<file path="src/rtl/assert_macros.svh">
// Assertion macros shared by the RTL modules.
// Each macro checks one implication at the rising clock edge, disabled in reset.
`ifndef ASSERT_MACROS_SVH
`define ASSERT_MACROS_SVH

// Same-cycle implication: cons must hold whenever ante holds.
`define PGFS_ASSERT_IMPL(name, clk, rst_n, ante, cons) \
  name: assert property (@(posedge clk) disable iff (!rst_n) (ante) |-> (cons)) \
    else $error("same-cycle implication failed");

// Next-cycle implication: cons must hold in the cycle after ante.
`define PGFS_ASSERT_NEXT(name, clk, rst_n, ante, cons) \
  name: assert property (@(posedge clk) disable iff (!rst_n) (ante) |=> (cons)) \
    else $error("next-cycle implication failed");

`endif

</file>
<file path="src/rtl/pgfs_pkg.sv">
// ----------------------------------------------------------------------------
// pgfs_pkg
// Types, constants and the prime table of the process grid factor split.
// ----------------------------------------------------------------------------
`default_nettype none

package pgfs_pkg;

  localparam int FIELD_W     = 16;
  localparam int COUNT_BITS  = 16;
  localparam int SIZE_BITS   = 16;
  localparam int PRIME_COUNT = 12;

  localparam int PRIME_W   = 6;
  localparam int PIDX_W    = (PRIME_COUNT > 1) ? $clog2(PRIME_COUNT) : 1;
  localparam int STEP_W    = $clog2(COUNT_BITS + 1);
  localparam int SIDX_W    = $clog2(COUNT_BITS);
  localparam int DIV_RADIX = 4;
  localparam int DIV_STEPS = (COUNT_BITS + DIV_RADIX - 1) / DIV_RADIX;
  localparam int DIV_W     = DIV_STEPS * DIV_RADIX;
  localparam int DCNT_W    = (DIV_STEPS > 1) ? $clog2(DIV_STEPS) : 1;
  localparam int PROD_W    = SIZE_BITS + COUNT_BITS;

  localparam logic [PRIME_W-1:0] PRIMES [12] = '{
    6'd2, 6'd3, 6'd5, 6'd7, 6'd11, 6'd13, 6'd17, 6'd19, 6'd23, 6'd29, 6'd31, 6'd37
  };

  typedef struct packed {
    logic [FIELD_W-1:0] proc_count;
    logic [FIELD_W-1:0] size_x;
    logic [FIELD_W-1:0] size_y;
    logic [FIELD_W-1:0] size_z;
  } in_item_t;

  typedef struct packed {
    logic [FIELD_W-1:0] procs_x;
    logic [FIELD_W-1:0] procs_y;
    logic [FIELD_W-1:0] procs_z;
  } out_item_t;

  typedef enum logic [1:0] {
    AXIS_X,
    AXIS_Y,
    AXIS_Z
  } axis_t;

  typedef enum logic [3:0] {
    S_IDLE,
    S_TRIAL,
    S_DIV,
    S_COFAC,
    S_PICK,
    S_MUL,
    S_CMP,
    S_APPLY,
    S_DONE
  } state_t;

  typedef struct packed {
    logic load;
    logic div_start;
    logic trial_commit;
    logic cofac;
    logic pick;
    logic mul;
    logic cmp;
    logic apply;
    logic out_load;
  } ctrl_cmd_t;

  typedef struct packed {
    logic trial_end;
    logic div_done;
    logic has_factor;
    logic last_axis;
  } dp_status_t;

  function automatic logic [PRIME_W-1:0] prime_of(input logic [PIDX_W-1:0] idx);
    return PRIMES[int'(idx)];
  endfunction

endpackage

`default_nettype wire

</file>
<file path="src/rtl/pgfs_div.sv">
// ----------------------------------------------------------------------------
// pgfs_div
// Radix-16 restoring divider of the remaining count by a small prime.
// ----------------------------------------------------------------------------
`default_nettype none

module pgfs_div (
  input  wire logic                              clk,
  input  wire logic                              rst_n,
  input  wire logic                              start,
  input  wire logic [pgfs_pkg::COUNT_BITS-1:0]   dividend,
  input  wire logic [pgfs_pkg::PRIME_W-1:0]      divisor,
  output logic                                   done,
  output logic [pgfs_pkg::COUNT_BITS-1:0]        quotient,
  output logic [pgfs_pkg::PRIME_W-1:0]           remainder
);

  logic                              busy_r;
  logic                              done_r;
  logic [pgfs_pkg::DCNT_W-1:0]       cnt_r;
  logic [pgfs_pkg::DIV_W-1:0]        q_r;
  logic [pgfs_pkg::PRIME_W-1:0]      rem_r;
  logic [pgfs_pkg::PRIME_W-1:0]      dsr_r;

  logic [pgfs_pkg::DIV_W-1:0]        q_nxt;
  logic [pgfs_pkg::PRIME_W-1:0]      rem_nxt;
  logic [pgfs_pkg::PRIME_W:0]        rem_ext;

  // Four quotient bits per cycle; the remainder stays below the prime.
  always_comb begin
    q_nxt   = q_r;
    rem_nxt = rem_r;
    rem_ext = '0;
    for (int k = 0; k < pgfs_pkg::DIV_RADIX; k++) begin
      rem_ext = {rem_nxt, q_nxt[pgfs_pkg::DIV_W-1]};
      q_nxt   = {q_nxt[pgfs_pkg::DIV_W-2:0], 1'b0};
      if (rem_ext >= {1'b0, dsr_r}) begin
        rem_ext  = rem_ext - {1'b0, dsr_r};
        q_nxt[0] = 1'b1;
      end
      rem_nxt = rem_ext[pgfs_pkg::PRIME_W-1:0];
    end
  end

  always_ff @(posedge clk) begin
    if (!rst_n) begin
      busy_r <= 1'b0;
      done_r <= 1'b0;
      cnt_r  <= '0;
    end else begin
      done_r <= 1'b0;
      if (start) begin
        busy_r <= 1'b1;
        cnt_r  <= '0;
      end else if (busy_r) begin
        cnt_r <= cnt_r + 1'b1;
        if (cnt_r == pgfs_pkg::DCNT_W'(pgfs_pkg::DIV_STEPS - 1)) begin
          busy_r <= 1'b0;
          done_r <= 1'b1;
        end
      end
    end
  end

  always_ff @(posedge clk) begin
    if (start) begin
      q_r   <= pgfs_pkg::DIV_W'(dividend);
      rem_r <= '0;
      dsr_r <= divisor;
    end else if (busy_r) begin
      q_r   <= q_nxt;
      rem_r <= rem_nxt;
    end
  end

  assign done      = done_r;
  assign quotient  = q_r[pgfs_pkg::COUNT_BITS-1:0];
  assign remainder = rem_r;

endmodule

`default_nettype wire

</file>
<file path="src/rtl/pgfs_datapath.sv">
// ----------------------------------------------------------------------------
// pgfs_datapath
// Trial division, factor stack and greedy ratio assignment registers.
// ----------------------------------------------------------------------------
`default_nettype none
`include "assert_macros.svh"

module pgfs_datapath (
  input  wire logic                 clk,
  input  wire logic                 rst_n,
  input  wire pgfs_pkg::ctrl_cmd_t  cmd,
  input  wire pgfs_pkg::in_item_t   in_data,
  output pgfs_pkg::dp_status_t      status,
  output pgfs_pkg::out_item_t       out_data
);

  localparam int CB = pgfs_pkg::COUNT_BITS;
  localparam int SB = pgfs_pkg::SIZE_BITS;

  function automatic logic [pgfs_pkg::STEP_W-1:0] bit_len(input logic [CB-1:0] v);
    logic [pgfs_pkg::STEP_W-1:0] n;
    n = '0;
    for (int k = 0; k < CB; k++) begin
      if (v[k]) n = pgfs_pkg::STEP_W'(k + 1);
    end
    return n;
  endfunction

  // control state
  logic [pgfs_pkg::STEP_W-1:0]  steps_r;
  logic [pgfs_pkg::PIDX_W-1:0]  pi_r;
  logic                         pout_r;
  logic [pgfs_pkg::STEP_W-1:0]  stk_cnt_r;
  logic                         cof_vld_r;
  pgfs_pkg::axis_t              axis_r;
  pgfs_pkg::axis_t              best_r;

  // payload
  logic [CB-1:0]                rest_r;
  logic [pgfs_pkg::PIDX_W-1:0]  stk_r [CB];
  logic [CB-1:0]                fac_r;
  logic [SB-1:0]                size_x_r, size_y_r, size_z_r;
  logic                         axes3_r;
  logic [CB-1:0]                procs_x_r, procs_y_r, procs_z_r;
  logic [SB-1:0]                bnum_r;
  logic [CB-1:0]                bden_r;
  logic [pgfs_pkg::PROD_W-1:0]  prod_a_r, prod_b_r;
  pgfs_pkg::out_item_t          out_r;

  logic                         div_done;
  logic [CB-1:0]                div_quot;
  logic [pgfs_pkg::PRIME_W-1:0] div_rem;
  logic [CB-1:0]                rest_in;
  logic [pgfs_pkg::STEP_W-1:0]  top_cnt;
  logic [SB-1:0]                size_sel;
  logic [CB-1:0]                procs_sel;
  logic [CB-1:0]                procs_best;
  logic [2*CB-1:0]              procs_prod;
  logic                         found;

  pgfs_div u_div (
    .clk       (clk),
    .rst_n     (rst_n),
    .start     (cmd.div_start),
    .dividend  (rest_r),
    .divisor   (pgfs_pkg::prime_of(pi_r)),
    .done      (div_done),
    .quotient  (div_quot),
    .remainder (div_rem)
  );

  assign rest_in    = CB'(in_data.proc_count);
  assign top_cnt    = stk_cnt_r - pgfs_pkg::STEP_W'(1);
  assign found      = (div_rem == '0);
  assign procs_prod = (2*CB)'(procs_best) * (2*CB)'(fac_r);

  always_comb begin
    case (axis_r)
      pgfs_pkg::AXIS_X: begin
        size_sel  = size_x_r;
        procs_sel = procs_x_r;
      end
      pgfs_pkg::AXIS_Y: begin
        size_sel  = size_y_r;
        procs_sel = procs_y_r;
      end
      pgfs_pkg::AXIS_Z: begin
        size_sel  = size_z_r;
        procs_sel = procs_z_r;
      end
      default: begin
        size_sel  = size_x_r;
        procs_sel = procs_x_r;
      end
    endcase
  end

  always_comb begin
    case (best_r)
      pgfs_pkg::AXIS_X: procs_best = procs_x_r;
      pgfs_pkg::AXIS_Y: procs_best = procs_y_r;
      pgfs_pkg::AXIS_Z: procs_best = procs_z_r;
      default:          procs_best = procs_x_r;
    endcase
  end

  always_ff @(posedge clk) begin
    if (!rst_n) begin
      steps_r   <= '0;
      pi_r      <= '0;
      pout_r    <= 1'b0;
      stk_cnt_r <= '0;
      cof_vld_r <= 1'b0;
      axis_r    <= pgfs_pkg::AXIS_X;
      best_r    <= pgfs_pkg::AXIS_X;
    end else begin
      if (cmd.load) begin
        steps_r   <= bit_len(rest_in);
        pi_r      <= '0;
        pout_r    <= 1'b0;
        stk_cnt_r <= '0;
        cof_vld_r <= 1'b0;
      end
      if (cmd.trial_commit) begin
        steps_r <= steps_r - 1'b1;
        if (found) begin
          stk_cnt_r <= stk_cnt_r + 1'b1;
        end else if (pi_r == pgfs_pkg::PIDX_W'(pgfs_pkg::PRIME_COUNT - 1)) begin
          pout_r <= 1'b1;
        end else begin
          pi_r <= pi_r + 1'b1;
        end
      end
      if (cmd.cofac) begin
        cof_vld_r <= (rest_r > CB'(1));
      end
      if (cmd.pick) begin
        // leftover cofactor is never below any prime found, so it goes first
        if (cof_vld_r) cof_vld_r <= 1'b0;
        else           stk_cnt_r <= top_cnt;
        axis_r <= pgfs_pkg::AXIS_X;
        best_r <= pgfs_pkg::AXIS_X;
      end
      if (cmd.cmp) begin
        axis_r <= pgfs_pkg::axis_t'(axis_r + 2'd1);
        if (prod_a_r > prod_b_r) best_r <= axis_r;
      end
    end
  end

  always_ff @(posedge clk) begin
    if (cmd.load) begin
      rest_r    <= rest_in;
      size_x_r  <= SB'(in_data.size_x);
      size_y_r  <= SB'(in_data.size_y);
      size_z_r  <= SB'(in_data.size_z);
      axes3_r   <= (SB'(in_data.size_z) != '0);
      procs_x_r <= CB'(1);
      procs_y_r <= CB'(1);
      procs_z_r <= CB'(1);
    end
    if (cmd.trial_commit && found) begin
      stk_r[stk_cnt_r[pgfs_pkg::SIDX_W-1:0]] <= pi_r;
      rest_r <= div_quot;
    end
    if (cmd.pick) begin
      if (cof_vld_r) fac_r <= rest_r;
      else           fac_r <= CB'(pgfs_pkg::prime_of(stk_r[top_cnt[pgfs_pkg::SIDX_W-1:0]]));
      bnum_r <= '0;
      bden_r <= CB'(1);
    end
    if (cmd.mul) begin
      prod_a_r <= pgfs_pkg::PROD_W'(size_sel) * pgfs_pkg::PROD_W'(bden_r);
      prod_b_r <= pgfs_pkg::PROD_W'(bnum_r) * pgfs_pkg::PROD_W'(procs_sel);
    end
    if (cmd.cmp && (prod_a_r > prod_b_r)) begin
      bnum_r <= size_sel;
      bden_r <= procs_sel;
    end
    if (cmd.apply) begin
      case (best_r)
        pgfs_pkg::AXIS_X: procs_x_r <= procs_prod[CB-1:0];
        pgfs_pkg::AXIS_Y: procs_y_r <= procs_prod[CB-1:0];
        pgfs_pkg::AXIS_Z: procs_z_r <= procs_prod[CB-1:0];
        default:          procs_x_r <= procs_prod[CB-1:0];
      endcase
    end
    if (cmd.out_load) begin
      out_r.procs_x <= pgfs_pkg::FIELD_W'(procs_x_r);
      out_r.procs_y <= pgfs_pkg::FIELD_W'(procs_y_r);
      out_r.procs_z <= axes3_r ? pgfs_pkg::FIELD_W'(procs_z_r) : pgfs_pkg::FIELD_W'(1);
    end
  end

  assign status.trial_end  = (steps_r == '0) || pout_r;
  assign status.div_done   = div_done;
  assign status.has_factor = cof_vld_r || (stk_cnt_r != '0);
  assign status.last_axis  = (axis_r == (axes3_r ? pgfs_pkg::AXIS_Z : pgfs_pkg::AXIS_Y));
  assign out_data          = out_r;

  `PGFS_ASSERT_IMPL(a_push_room, clk, rst_n, cmd.trial_commit && found, stk_cnt_r < pgfs_pkg::STEP_W'(CB))

endmodule

`default_nettype wire

</file>
<file path="src/rtl/pgfs_ctrl.sv">
// ----------------------------------------------------------------------------
// pgfs_ctrl
// Sequencer: trial division steps, cofactor, greedy assignment, result hand-off.
// ----------------------------------------------------------------------------
`default_nettype none
`include "assert_macros.svh"

module pgfs_ctrl (
  input  wire logic                  clk,
  input  wire logic                  rst_n,
  input  wire logic                  in_valid,
  output logic                       in_stall,
  output logic                       out_valid,
  input  wire logic                  out_stall,
  input  wire pgfs_pkg::dp_status_t  status,
  output pgfs_pkg::ctrl_cmd_t        cmd
);

  pgfs_pkg::state_t state_r, state_nxt;
  logic             out_valid_r, out_valid_nxt;
  logic             out_free;

  assign out_free = !out_valid_r || !out_stall;

  always_comb begin
    state_nxt = state_r;
    case (state_r)
      pgfs_pkg::S_IDLE:  if (in_valid) state_nxt = pgfs_pkg::S_TRIAL;
      pgfs_pkg::S_TRIAL: state_nxt = status.trial_end ? pgfs_pkg::S_COFAC : pgfs_pkg::S_DIV;
      pgfs_pkg::S_DIV:   if (status.div_done) state_nxt = pgfs_pkg::S_TRIAL;
      pgfs_pkg::S_COFAC: state_nxt = pgfs_pkg::S_PICK;
      pgfs_pkg::S_PICK:  state_nxt = status.has_factor ? pgfs_pkg::S_MUL : pgfs_pkg::S_DONE;
      pgfs_pkg::S_MUL:   state_nxt = pgfs_pkg::S_CMP;
      pgfs_pkg::S_CMP:   state_nxt = status.last_axis ? pgfs_pkg::S_APPLY : pgfs_pkg::S_MUL;
      pgfs_pkg::S_APPLY: state_nxt = pgfs_pkg::S_PICK;
      pgfs_pkg::S_DONE:  if (out_free) state_nxt = pgfs_pkg::S_IDLE;
      default:           state_nxt = pgfs_pkg::S_IDLE;
    endcase
  end

  always_comb begin
    cmd      = '0;
    in_stall = 1'b1;
    case (state_r)
      pgfs_pkg::S_IDLE: begin
        in_stall = 1'b0;
        cmd.load = in_valid;
      end
      pgfs_pkg::S_TRIAL: cmd.div_start    = !status.trial_end;
      pgfs_pkg::S_DIV:   cmd.trial_commit = status.div_done;
      pgfs_pkg::S_COFAC: cmd.cofac        = 1'b1;
      pgfs_pkg::S_PICK:  cmd.pick         = status.has_factor;
      pgfs_pkg::S_MUL:   cmd.mul          = 1'b1;
      pgfs_pkg::S_CMP:   cmd.cmp          = 1'b1;
      pgfs_pkg::S_APPLY: cmd.apply        = 1'b1;
      pgfs_pkg::S_DONE:  cmd.out_load     = out_free;
      default:           cmd              = '0;
    endcase
  end

  always_comb begin
    out_valid_nxt = out_valid_r;
    if (cmd.out_load)    out_valid_nxt = 1'b1;
    else if (!out_stall) out_valid_nxt = 1'b0;
  end

  always_ff @(posedge clk) begin
    if (!rst_n) begin
      state_r     <= pgfs_pkg::S_IDLE;
      out_valid_r <= 1'b0;
    end else begin
      state_r     <= state_nxt;
      out_valid_r <= out_valid_nxt;
    end
  end

  assign out_valid = out_valid_r;

  `PGFS_ASSERT_IMPL(a_load_into_free_slot, clk, rst_n, cmd.out_load, !out_valid_r || !out_stall)
  `PGFS_ASSERT_NEXT(a_accept_starts_trial, clk, rst_n, in_valid && (state_r == pgfs_pkg::S_IDLE), state_r == pgfs_pkg::S_TRIAL)
  `PGFS_ASSERT_IMPL(a_div_done_in_wait, clk, rst_n, status.div_done, state_r == pgfs_pkg::S_DIV)

endmodule

`default_nettype wire

</file>
<file path="src/rtl/process_grid_factor_split.sv">
// Sequence: trial-division steps (bit length of proc_count steps at most), then per
//   factor one multiply and one compare per axis of the 3D or 2D grid, then the
//   hand-off of the result through the output register.
// Throughput: one transaction at a time; a new input is taken only in the idle state.
// Reset: synchronous active-low rst_n clears the sequencer and the output valid.
// ----------------------------------------------------------------------------
// process_grid_factor_split
// Splits a process count over the axes of a 2D or 3D grid by greedy ratio.
// ----------------------------------------------------------------------------
`default_nettype none

module process_grid_factor_split (
  input  wire logic                 clk,
  input  wire logic                 rst_n,
  input  wire logic                 in_valid,
  output logic                      in_stall,
  input  wire pgfs_pkg::in_item_t   in_data,
  output logic                      out_valid,
  input  wire logic                 out_stall,
  output pgfs_pkg::out_item_t       out_data
);

  pgfs_pkg::ctrl_cmd_t  cmd;
  pgfs_pkg::dp_status_t status;

  pgfs_ctrl u_ctrl (
    .clk       (clk),
    .rst_n     (rst_n),
    .in_valid  (in_valid),
    .in_stall  (in_stall),
    .out_valid (out_valid),
    .out_stall (out_stall),
    .status    (status),
    .cmd       (cmd)
  );

  pgfs_datapath u_dp (
    .clk      (clk),
    .rst_n    (rst_n),
    .cmd      (cmd),
    .in_data  (in_data),
    .status   (status),
    .out_data (out_data)
  );

endmodule

`default_nettype wire
</file>
<file path="config.mk">
export PLATFORM = sky130hd
export DESIGN_NAME = process_grid_factor_split
export DESIGN_NICKNAME = d
export VERILOG_FILES = /design/src/rtl/pgfs_pkg.sv /design/src/rtl/pgfs_div.sv /design/src/rtl/pgfs_datapath.sv /design/src/rtl/pgfs_ctrl.sv /design/src/rtl/process_grid_factor_split.sv
export VERILOG_INCLUDE_DIRS = /design/src /design/src/rtl
export SDC_FILE = /design/constraint.sdc
export NUM_CORES = 2
export LEC_CHECK = 0
export ABC_AREA = 0
export BUFFER_PORTS_ARGS = -buffer_cell sky130_fd_sc_hd__buf_4
export CORE_UTILIZATION = 45
export CTS_CLUSTER_DIAMETER = 60
export CTS_CLUSTER_SIZE = 12
export DETAILED_ROUTE_END_ITERATION = 12
export PLACE_DENSITY = 0.57
export RECOVER_POWER = 25
export SLEW_MARGIN = 25
export SYNTH_ARGS = -nofsm -noshare
export SYNTH_HDL_FRONTEND = slang
export SYNTH_SLANG_ARGS = --single-unit
</file>
<file path="constraint.sdc">
create_clock -name clk -period 10.2 [get_ports clk]
set_input_delay 0.51 -clock clk [delete_from_list [all_inputs] [get_ports clk]]
set_output_delay 0.51 -clock clk [all_outputs]
set_load 0.03 [all_outputs]
</file>
==> results.py <==
metrics = {
    "min_path": {
        "hold_end": "u_dp.size_y_r[0]$_DFFE_PP_",
        "hold_path.class": "primary input to register",
        "min_from": "in_data[16]",
        "worstHoldPathCells": 1,
    },
    "pwr": {
        "cellLeakagePower_nw": 18.59,
        "pwr_density_cell_nw_per_um2": 305.5,
        "ir_drop_mv": 0.6564,
    },
    "critical_path": {
        "critPathLaunchType": "register",
        "r2r_slack_ns": 1.26,
        "worst_r2r_path_depth": 35,
        "cp-startpoint": "u_dp.u_div.dsr_r[1]$_DFFE_PP_",
        "worstPathRequired_ns": 10.67,
        "critPathMaxFanout": 9,
        "arrival_ns": 9.41,
        "endpoint_kind": "register",
        "cpPeakStageDelay_ns": 0.47,
        "regToRegStartpoint": "u_dp.u_div.dsr_r[1]$_DFFE_PP_",
        "cp_common_cell": "o21ai_0",
        "worstReg2RegEnd": "u_dp.u_div.remainder[1]$_SDFFE_PP0P_",
        "setup.worst_path.class": "register to register",
        "critPathSlowestCell": "edfxtp_1",
    },
    "floorplan": {
        "start_util_pct": 45.44,
        "dieArea_um2": 85550,
        "coreArea_um2": 83560,
        "die_w_um": 292.5,
        "placementRows": 106,
        "boundaryPins": 118,
        "die-height_um": 292.5,
    },
    "global_route": {
        "antenna_found_initial": 1,
        "use_met3_pct": 3.392,
        "overflow": 0,
        "grt_max_degree": 65,
        "grt_use_met2_pct": 37.85,
        "grt_pass1_vias": 26940,
        "grt_usage_pct": 23.24,
        "grt_pass1_wl_um": 153900,
        "busiest_layer": "met2",
        "grt_util_met1_pct": 32.67,
    },
    "clock_network": {
        "cts_htree_levels": 2,
        "cts_tree": "yes",
        "clkLatencyLatePin_ns": 0.62,
        "postCtsResizedCells": 0,
        "cts_buffers": 45,
        "path_clk_slew_ns": 0.06,
        "cts.sinks": 394,
        "cts_hold_buf": 0,
        "cts_setup_buffers": 0,
        "clockBufferDepth": 3,
        "cts_root_buf": "clkbuf_16",
    },
    "timing": {
        "min_period_ns": 8.941,
        "fmax_ghz": 0.1118,
        "worst_pin_slew_ns": 0.9584,
        "fin_crit_sh_pct": 87.66,
        "setup_viol": 0,
        "hold_violations": 0,
        "tns_ns": 0,
        "relSlewSlack_pct": 35.68,
        "drv_slew": 0,
        "rsz0062_at_grt": "no",
        "fin_worst_skew_ns": 0.05367,
    },
    "run_status": {
        "status": "finished, final reports clean",
    },
    "synth": {
        "synth_cell_types": 69,
        "syn-num-nets": 4634,
        "ys_ff_latch": 394,
        "synthCells": 3763,
        "syn_area_per_cell_um2": 10.09,
        "ys.flop_type": "edfxtp_1",
        "syn_area_um2": 37970,
        "yosysWarnings": 0,
        "synth_edf_count": 311,
        "seq_area_frac_synth_pct": 28.97,
        "async_reset_ff_share_pct": 0,
    },
    "final_layout": {
        "fill_cells": 7872,
        "nets": 4713,
        "final_util_pct": 49.58,
        "final_common_cell": "inv_1",
        "multiInputGateArea_um2": 24010,
        "drive_above_1_share_pct": 6.424,
        "seqCellArea_um2": 11000,
        "mostFrequentLayoutCells": "inv_1, nand2_1, fa_1",
        "area_delta_synth_final_pct": 9.108,
    },
    "drt": {
        "first_pass_iters": 5,
        "antenna_left": 0,
        "drt-initial-drc-count": 1462,
        "routed_wl_um": 96320,
        "vias_per_cell": 5.271,
        "drc": 0,
        "wl_per_cell_um": 19.43,
        "vias": 26130,
    },
    "placed_design": {
        "port_buffers": 117,
        "gp_congestion": 0.8255,
        "hpwlAfterDp_um": 74100,
    },
    "job": {
        "max-cap-violations": 0,
    },
}
stage by stage:
stage          worst slack, ns  cell area, um^2  std cells  hold WS [ns]  power [mW]
2_1_floorplan            2.428            37970       3763        0.4506       9.239
3_3_place_gp             1.630            40140       4875        0.4630       11.12
3_5_place_dp             1.417            40150       4875        0.4799       11.14
4_1_cts                  1.347            41570       4956       0.03741       12.77
5_1_grt                 0.4691            41430       4956       0.06786       14.15
6_report                 1.259            41430       4957       0.08933       12.66
cell usage after synthesis (all sizes together) (5+ instances only):
master / number / area, um^2
a211oi: 17 / 127.6
a21o: 37 / 277.8
a21oi: 90 / 450.4
a221oi: 5 / 43.79
a22o: 39 / 341.6
a22oi: 50 / 375.4
a31oi: 13 / 81.33
and2: 314 / 1964
and3: 21 / 131.4
buf: 13 / 48.80
clkbuf: 133 / 499.2
dfxtp: 83 / 1662
edfxtp: 311 / 9339
fa: 472 / 9449
ha: 331 / 4141
inv: 647 / 2429
mux2: 10 / 112.6
mux2i: 17 / 182.7
mux4: 20 / 450.4
nand2: 497 / 1866
nand2b: 30 / 187.7
nand3: 30 / 150.1
nand4: 16 / 100.1
nor2: 101 / 379.1
nor2b: 84 / 533.0
nor3: 38 / 190.2
nor4: 14 / 87.58
o211ai: 5 / 37.54
o21a: 11 / 82.58
o21ai: 124 / 631.9
o21bai: 14 / 105.1
xnor2: 81 / 709.4
xor2: 25 / 219.0
per-layer routing:
| metal | routed length [um] | share of wire [%] |
|---|---|---|
| met5 | 0 | 0 |
| met2 | 44750 | 46 |
| met3 | 5377 | 5.6 |
| met4 | 2299 | 2.4 |
| met1 | 43900 | 46 |
report_power, final:
part	total, mW	switching [mW]	internal (mW)
Sequential	2.31	0.0593	2.25
Combinational	8.77	4.96	3.81
Clock	1.58	0.698	0.877
worst max-delay path by stage:
stage	endpoint	slack, ns	cells after the start
4_1_cts	u_dp.u_div.remainder[1]$_SDFFE_PP0P_	1.35	35
3_5_place_dp	u_dp.u_div.remainder[1]$_SDFFE_PP0P_	1.42	35
2_1_floorplan	u_dp.u_div.remainder[1]$_SDFFE_PP0P_	2.43	36
3_3_place_gp	u_dp.u_div.remainder[1]$_SDFFE_PP0P_	1.63	35
5_1_grt	u_dp.u_div.remainder[5]$_SDFFE_PP0P_	0.47	35
6_report	u_dp.u_div.remainder[1]$_SDFFE_PP0P_	1.26	35
area by class of cell:
cell class	count	area share [%]
Timing Repair Buffer	178	2.893
Clock inverter	17	0.5074
Inverter	649	5.880
Antenna cell	1	0.006040
Tap cell	1080	3.262
Sequential cell	394	26.55
Clock buffer	64	2.939
Multi-Input combinational cell	2574	57.96
cells by family after synthesis:
group                      count (synthesis)  share of synthesized area (%)
buffers and inverters                    795                          7.859
AOI/OAI and AO/OA                        450                          7.790
muxes                                     47                          1.964
DFF                                      394                          28.97
xor gates and xnor gates                 106                          2.445
and+or+nand+nor                         1168                          15.18
adders and majority gates                803                          35.79
state kept, by name, summed over array words and instances (netlist names), 5 cells and up:
signal / count
u_dp.size_y_r: 16
u_dp.size_z_r: 16
u_dp.procs_y_r: 16
u_dp.stk_cnt_r: 5
u_dp.steps_r: 5
u_dp.bden_r: 16
u_dp.prod_b_r: 32
u_dp.bnum_r: 16
u_dp.prod_a_r: 32
u_dp.procs_x_r: 16
u_dp.u_div.dsr_r: 6
u_dp.u_div.remainder: 6
u_dp.stk_r: 64
u_dp.size_x_r: 16
u_dp.procs_z_r: 16
u_dp.u_div.quotient: 16
u_dp.rest_r: 16
u_dp.out_data: 48
u_dp.fac_r: 16
critical path, delay by kind of cell, from the launching register on:
kind / cells / cell delay (ns)
muxes: 5 / 1.77
and+or+nand+nor: 7 / 1.45
DFF: 1 / 0.47
AOI/OAI and AO/OA: 17 / 3.62
buffers and inverters: 2 / 0.35
adders and majority gates: 4 / 1.14
(Power assumes the default switching activity.)
